File: config.mk
export PLATFORM = sky130hd
export DESIGN_NAME = vnf_norm
export DESIGN_NICKNAME = d
export VERILOG_FILES = /design/src/vnf_pkg.sv /design/src/vnf_norm.sv
export SDC_FILE = /design/constraint.sdc
export NUM_CORES = 2
export LEC_CHECK = 0
export BUFFER_PORTS_ARGS = -buffer_cell sky130_fd_sc_hd__buf_2
export CORE_ASPECT_RATIO = 2
export CORE_MARGIN = 4
export CORE_UTILIZATION = 55
export DETAILED_ROUTE_END_ITERATION = 12
export PLACE_DENSITY = 0.73
export SLEW_MARGIN = 10
export SYNTH_ARGS = -nofsm -noshare
export SYNTH_HDL_FRONTEND = slang
export SYNTH_SLANG_ARGS = --single-unit
File: constraint.sdc
create_clock -name i_clk -period 18.5 [get_ports i_clk]
set_input_delay 4.625 -clock i_clk [delete_from_list [all_inputs] [get_ports i_clk]]
set_output_delay 4.625 -clock i_clk [all_outputs]
set_load 0.01 [all_outputs]
File: src/vnf_pkg.sv
`default_nettype none
package vnf_pkg;

    localparam int NOISE_BITS = 24;
    localparam int RECIP_BITS = 31;
    localparam int RECIP_SHIFT = 30;
    localparam int OCT_CNT_BITS = 4;
    localparam int RECIP_DEPTH = 8;

    localparam logic [31:0] HASH_MUL_X = 32'd374761393;
    localparam logic [31:0] HASH_MUL_Z = 32'd668265263;
    localparam logic [31:0] HASH_MUL_MIX = 32'd1274126177;

    localparam logic [NOISE_BITS-1:0] OUT_MAX = 24'hFFFFFF;
    localparam logic [OCT_CNT_BITS-1:0] OCT_RESET = 4'd4;

    // round(2^30 * 2^(k-1) / (2^k - 1)) for octave count k = 1..8
    localparam logic [RECIP_BITS-1:0] RECIP_Q30 [RECIP_DEPTH] = '{
        31'd1073741824, 31'd715827883, 31'd613566757, 31'd572662306,
        31'd554189329, 31'd545392673, 31'd541098242, 31'd538976288
    };

endpackage
`default_nettype wire

File: src/vnf_norm.sv
`default_nettype none
module vnf_norm #(
    parameter int MAX_OCTAVES = 8
) (
    input  wire logic                                          i_clk,
    input  wire logic [2:0]                                    i_en,
    input  wire logic [vnf_pkg::OCT_CNT_BITS-1:0]              i_oct_cnt,
    input  wire logic [MAX_OCTAVES-1:0][vnf_pkg::NOISE_BITS-1:0] i_octave,
    output logic [vnf_pkg::NOISE_BITS-1:0]                     o_noise_value
);
    localparam int NB = vnf_pkg::NOISE_BITS;
    localparam int ACCW = NB + MAX_OCTAVES;
    localparam int PW = ACCW + vnf_pkg::RECIP_BITS;
    localparam int SH = vnf_pkg::RECIP_SHIFT + MAX_OCTAVES - 1;
    localparam int RW = PW - SH;

    // stage 5: weighted octave sum
    logic [ACCW-1:0] n_acc, r_acc;

    always_comb begin
        n_acc = '0;
        for (int i = 0; i < MAX_OCTAVES; i++) begin
            if (vnf_pkg::OCT_CNT_BITS'(i) < i_oct_cnt) begin
                n_acc = n_acc + (ACCW'(i_octave[i]) << (MAX_OCTAVES - 1 - i));
            end
        end
    end

    always_ff @(posedge i_clk) begin
        if (i_en[0]) begin
            r_acc <= n_acc;
        end
    end

    // stage 6: scale by reciprocal of the amplitude sum
    logic [2:0] w_ridx;
    logic [PW-1:0] r_prod;

    assign w_ridx = 3'(i_oct_cnt - vnf_pkg::OCT_CNT_BITS'(1));

    always_ff @(posedge i_clk) begin
        if (i_en[1]) begin
            r_prod <= PW'(r_acc) * PW'(vnf_pkg::RECIP_Q30[w_ridx]);
        end
    end

    // stage 7: shift down and saturate
    logic [RW-1:0] w_res;
    logic [NB-1:0] r_out;

    assign w_res = r_prod[PW-1:SH];

    always_ff @(posedge i_clk) begin
        if (i_en[2]) begin
            if (w_res > RW'(vnf_pkg::OUT_MAX)) begin
                r_out <= vnf_pkg::OUT_MAX;
            end else begin
                r_out <= w_res[NB-1:0];
            end
        end
    end

    assign o_noise_value = r_out;

endmodule
`default_nettype wire

==> flow_summary.html <==
<table>
<tr><th>Metric</th><th>Value</th></tr>
<tr><th colspan="2">Floorplanning</th></tr>
<tr><td>Die area</td><td>75470 um^2</td></tr>
<tr><td>Effective utilization at floorplan</td><td>0.5575</td></tr>
<tr><td>Total I/O pin count</td><td>224</td></tr>
<tr><td>Cell row count</td><td>137</td></tr>
<tr><td>Width of the die</td><td>196.3 um</td></tr>
<tr><td>Floorplan die height</td><td>384.5 um</td></tr>
<tr><td>Floorplan Core Area</td><td>69940 um^2</td></tr>
<tr><th colspan="2">Finish</th></tr>
<tr><td>Commonest non-fill, non-tap cells in the layout</td><td>sky130_fd_sc_hd__inv_1 (846), sky130_fd_sc_hd__fa_1 (681), sky130_fd_sc_hd__ha_1 (541), sky130_fd_sc_hd__nand2_1 (299), sky130_fd_sc_hd__and2_1 (225)</td></tr>
<tr><td>Post-layout net count</td><td>5916</td></tr>
<tr><td># fillers</td><td>6296</td></tr>
<tr><td>Most common cell after layout, fill and taps aside</td><td>sky130_fd_sc_hd__inv_1</td></tr>
<tr><td>Layout cell share with drive strength beyond 1</td><td>0.08113</td></tr>
<tr><td>Area growth, synth to finish</td><td>6.341%</td></tr>
<tr><td>Utilization of the core after routing</td><td>0.5928</td></tr>
<tr><th colspan="2">Placement</th></tr>
<tr><td>Final RePlAce weighted congestion</td><td>1.048</td></tr>
<tr><td>Buffers added on ports</td><td>223</td></tr>
<tr><td>Dpl hpwl</td><td>131200 um</td></tr>
<tr><th colspan="2">Routing</th></tr>
<tr><td>Routed length per instance</td><td>29.08 um</td></tr>
<tr><td>Final ANT Viol Nets</td><td>0</td></tr>
<tr><td>First-pass DRT Iterations</td><td>6</td></tr>
<tr><td>Drc violations</td><td>0</td></tr>
<tr><td>Via/cell ratio</td><td>6.052</td></tr>
<tr><td>Drt first-iter violations</td><td>2182</td></tr>
<tr><td>Routed wire length</td><td>157700 um</td></tr>
<tr><td>Via count</td><td>32830</td></tr>
<tr><th colspan="2">Global routing</th></tr>
<tr><td>Wire length of the first global-routing pass</td><td>229300 um</td></tr>
<tr><td>Global route total overflow</td><td>0</td></tr>
<tr><td>Largest net degree at the start of global routing</td><td>63</td></tr>
<tr><td>Antenna violations before repair</td><td>31</td></tr>
<tr><td>GRT Total Usage</td><td>0.4249</td></tr>
<tr><td>Via count of the first global-routing pass</td><td>35510</td></tr>
<tr><th colspan="2">Run status</th></tr>
<tr><td>Outcome</td><td>finished clean</td></tr>
<tr><th colspan="2">Logic synthesis</th></tr>
<tr><td>Post-synthesis cell count</td><td>4361</td></tr>
<tr><td>Count of yosys warnings during synthesis</td><td>0</td></tr>
<tr><td>Sequential fraction of the synthesis area</td><td>0.06316</td></tr>
<tr><td>Synth Flop Type</td><td>sky130_fd_sc_hd__edfxtp_1</td></tr>
<tr><td>Mean post-synth cell area</td><td>8.940 um^2</td></tr>
<tr><td>Async SR Flop Fraction</td><td>0</td></tr>
<tr><td>Netlist cell types</td><td>93</td></tr>
<tr><td>Cell area after synthesis</td><td>38990 um^2</td></tr>
<tr><td>Net count of the mapped netlist</td><td>5783</td></tr>
<tr><td>Count of flip-flops with a built-in enable after synthesis</td><td>82</td></tr>
<tr><td>Post-synthesis sequential element count</td><td>82</td></tr>
<tr><th colspan="2">Timing</th></tr>
<tr><td>Count of final hold-check violations</td><td>0</td></tr>
<tr><td>Final setup skew</td><td>22.91 ps</td></tr>
<tr><td>Unrepaired setup endpoints after global routing</td><td>false</td></tr>
<tr><td>Time the final worst path needs with I/O delays and setup</td><td>17590 ps</td></tr>
<tr><td>Setup TNS</td><td>0 ps</td></tr>
<tr><td>Hold WS</td><td>502.0 ps</td></tr>
<tr><td>Max Clock Freq</td><td>56.84 MHz</td></tr>
<tr><td>Setup Viol. Count Final</td><td>0</td></tr>
<tr><td>Final Max Tran Viols</td><td>0</td></tr>
<tr><td>Tightest Pin Transition</td><td>1380 ps</td></tr>
<tr><td>Share of the clock period used by the worst path</td><td>0.9510</td></tr>
<tr><td>Worst slew margin relative to its limit</td><td>0.07656</td></tr>
<tr><th colspan="2">Hold path</th></tr>
<tr><td>Worst min path class</td><td>reg -&gt; reg</td></tr>
<tr><th colspan="2">Clock tree</th></tr>
<tr><td>Total number of H-tree levels</td><td>3</td></tr>
<tr><td>CTS root buffer</td><td>sky130_fd_sc_hd__clkbuf_16</td></tr>
<tr><td>Total CTS buffers</td><td>9</td></tr>
<tr><td>Clock transition time at the flip-flop clock pins of the worst setup and hold paths</td><td>90 ps</td></tr>
<tr><td>CTS tree</td><td>built</td></tr>
<tr><td>Setup bufs post-CTS</td><td>0</td></tr>
<tr><td>Resized cells post-CTS</td><td>0</td></tr>
<tr><td>CTS Hold Buffers Added</td><td>0</td></tr>
<tr><td>Number of clock sinks</td><td>82</td></tr>
<tr><td>Maximum clock path buffer count</td><td>2</td></tr>
<tr><td>Insertion delay of the later-clocked pin in the worst-skew pair</td><td>400 ps</td></tr>
<tr><th colspan="2">Critical path</th></tr>
<tr><td>Slowest cell on the critical path</td><td>sky130_fd_sc_hd__o31ai_1</td></tr>
<tr><td>Longest individual stage delay on the worst path</td><td>640 ps</td></tr>
<tr><td>CP required</td><td>18650 ps</td></tr>
<tr><td>Critical Path Start Type</td><td>input port</td></tr>
<tr><td>Crit Path Max Fanout</td><td>32</td></tr>
<tr><td>Data arrival, critical path</td><td>17740 ps</td></tr>
<tr><td>Critical path class</td><td>in -&gt; reg</td></tr>
<tr><td>Cell type with the highest occurrence count on the critical path</td><td>sky130_fd_sc_hd__ha_1</td></tr>
<tr><td>Category of the worst setup path capture point</td><td>flip-flop</td></tr>
<tr><th colspan="2">Job</th></tr>
<tr><td>Max-cap check violation count</td><td>0</td></tr>
</table>
synth_stat cells, types with 11 or more instances:
cell                       count  area [um^2]
sky130_fd_sc_hd__nand4_1      15        93.84
sky130_fd_sc_hd__or3_1        38        237.7
sky130_fd_sc_hd__a21oi_1     202         1011
sky130_fd_sc_hd__xnor2_1     100        875.8
sky130_fd_sc_hd__o211ai_1     22        165.2
sky130_fd_sc_hd__o21ai_0     201         1006
sky130_fd_sc_hd__and2_1      226         1414
sky130_fd_sc_hd__inv_1       846         3176
sky130_fd_sc_hd__edfxtp_1     82         2462
sky130_fd_sc_hd__a21o_1       78        585.6
sky130_fd_sc_hd__fa_1        681        13630
sky130_fd_sc_hd__nor3_1       44        220.2
sky130_fd_sc_hd__nand3_1      42        210.2
sky130_fd_sc_hd__o21ai_1      12        60.06
sky130_fd_sc_hd__nor2b_1      92        575.6
sky130_fd_sc_hd__nor2_1      220        825.8
sky130_fd_sc_hd__ha_1        541         6769
sky130_fd_sc_hd__xor2_1       63        551.8
sky130_fd_sc_hd__clkbuf_1    133        499.2
sky130_fd_sc_hd__mux2_2       41        461.7
sky130_fd_sc_hd__o21a_1       42        315.3
sky130_fd_sc_hd__mux2i_1      25        250.2
sky130_fd_sc_hd__nand2b_1     37        231.5
sky130_fd_sc_hd__o31ai_1      11        82.58
sky130_fd_sc_hd__and3_1       52        325.3
sky130_fd_sc_hd__o21bai_1     26        195.2
sky130_fd_sc_hd__a211oi_1     30        225.2
sky130_fd_sc_hd__nand2_1     299         1122
stage by stage:
| step | area [um^2] | instances | setup WS [ps] |
|---|---|---|---|
| global placement | 41100 | 5386 | 883.9 |
| floorplan | 38990 | 4361 | 2402 |
| detailed placement | 41100 | 5386 | 736.4 |
| CTS | 41400 | 5402 | 1082 |
| global route | 41420 | 5408 | 58.17 |
| finish | 41460 | 5424 | 906.9 |
state kept, by name (all words and copies together), names as in the netlist:
name / flops
r_acc: 32
r_prod: 26
o_noise_value: 24
cells by family (layout without fill, tap and decap cells):
group | after synthesis | count (layout) | share of synthesized area
adders and majority gates | 1222 | 1222 | 0.5233
and+or+nand+nor | 1108 | 1108 | 0.1436
buffers and inverters | 989 | 1127 | 0.09531
AOI/OAI and AO/OA | 729 | 729 | 0.1185
xor gates and xnor gates | 165 | 165 | 0.03790
DFF | 82 | 82 | 0.06316
muxes | 66 | 66 | 0.01826
other | 0 | 22 | 0
metal layers:
metal / global-route usage / up-vias / part of all wire
li1: - / 14380 / -
met5: 0 / - / 0.00086
met4: 0.4843 / 20 / 0.15
met2: 0.7264 / 1514 / 0.50
met1: 0.3532 / 16070 / 0.27
met3: 0.1376 / 842 / 0.079
layout make-up:
type,count,area (um^2),share of cell area
multi-input cells,3290,32910,0.7938
inverters,847,3179,0.07668
clock inverters,7,73.82,0.001780
well taps,903,1130,0.02725
repair buffers,264,1424,0.03434
clock buffers,9,225.2,0.005432
diodes,22,55.05,0.001328
flip-flops and latches,82,2462,0.05939
worst paths after layout:
path	from	to	slack (ps)	cells after the start
setup / recovery	i_oct_cnt[1]	r_acc[30]$_DFFE_PP_	910	58
hold / removal	r_prod[48]$_DFFE_PP_	o_noise_value[11]$_SDFFCE_PN1P_	500	1
setup reg to reg	r_acc[15]$_DFFE_PP_	r_prod[60]$_DFFE_PP_	8100	24
hold reg to reg	r_prod[48]$_DFFE_PP_	o_noise_value[11]$_SDFFCE_PN1P_	500	1
critical path: cells and delay by family:
| kind | cells | cell delay, ps |
|---|---|---|
| buffers and inverters | 7 | 1020 |
| adder cells (fa/ha/maj) | 8 | 2640 |
| XOR/XNOR | 7 | 1170 |
| AND/OR/NAND/NOR | 15 | 3060 |
| AO/OA/AOI/OAI | 17 | 3990 |
| multiplexers | 4 | 1220 |
Power is left out: the tool's default activity adds up to more than one toggle a clock period on the data nets, which glitch-free logic cannot reach.
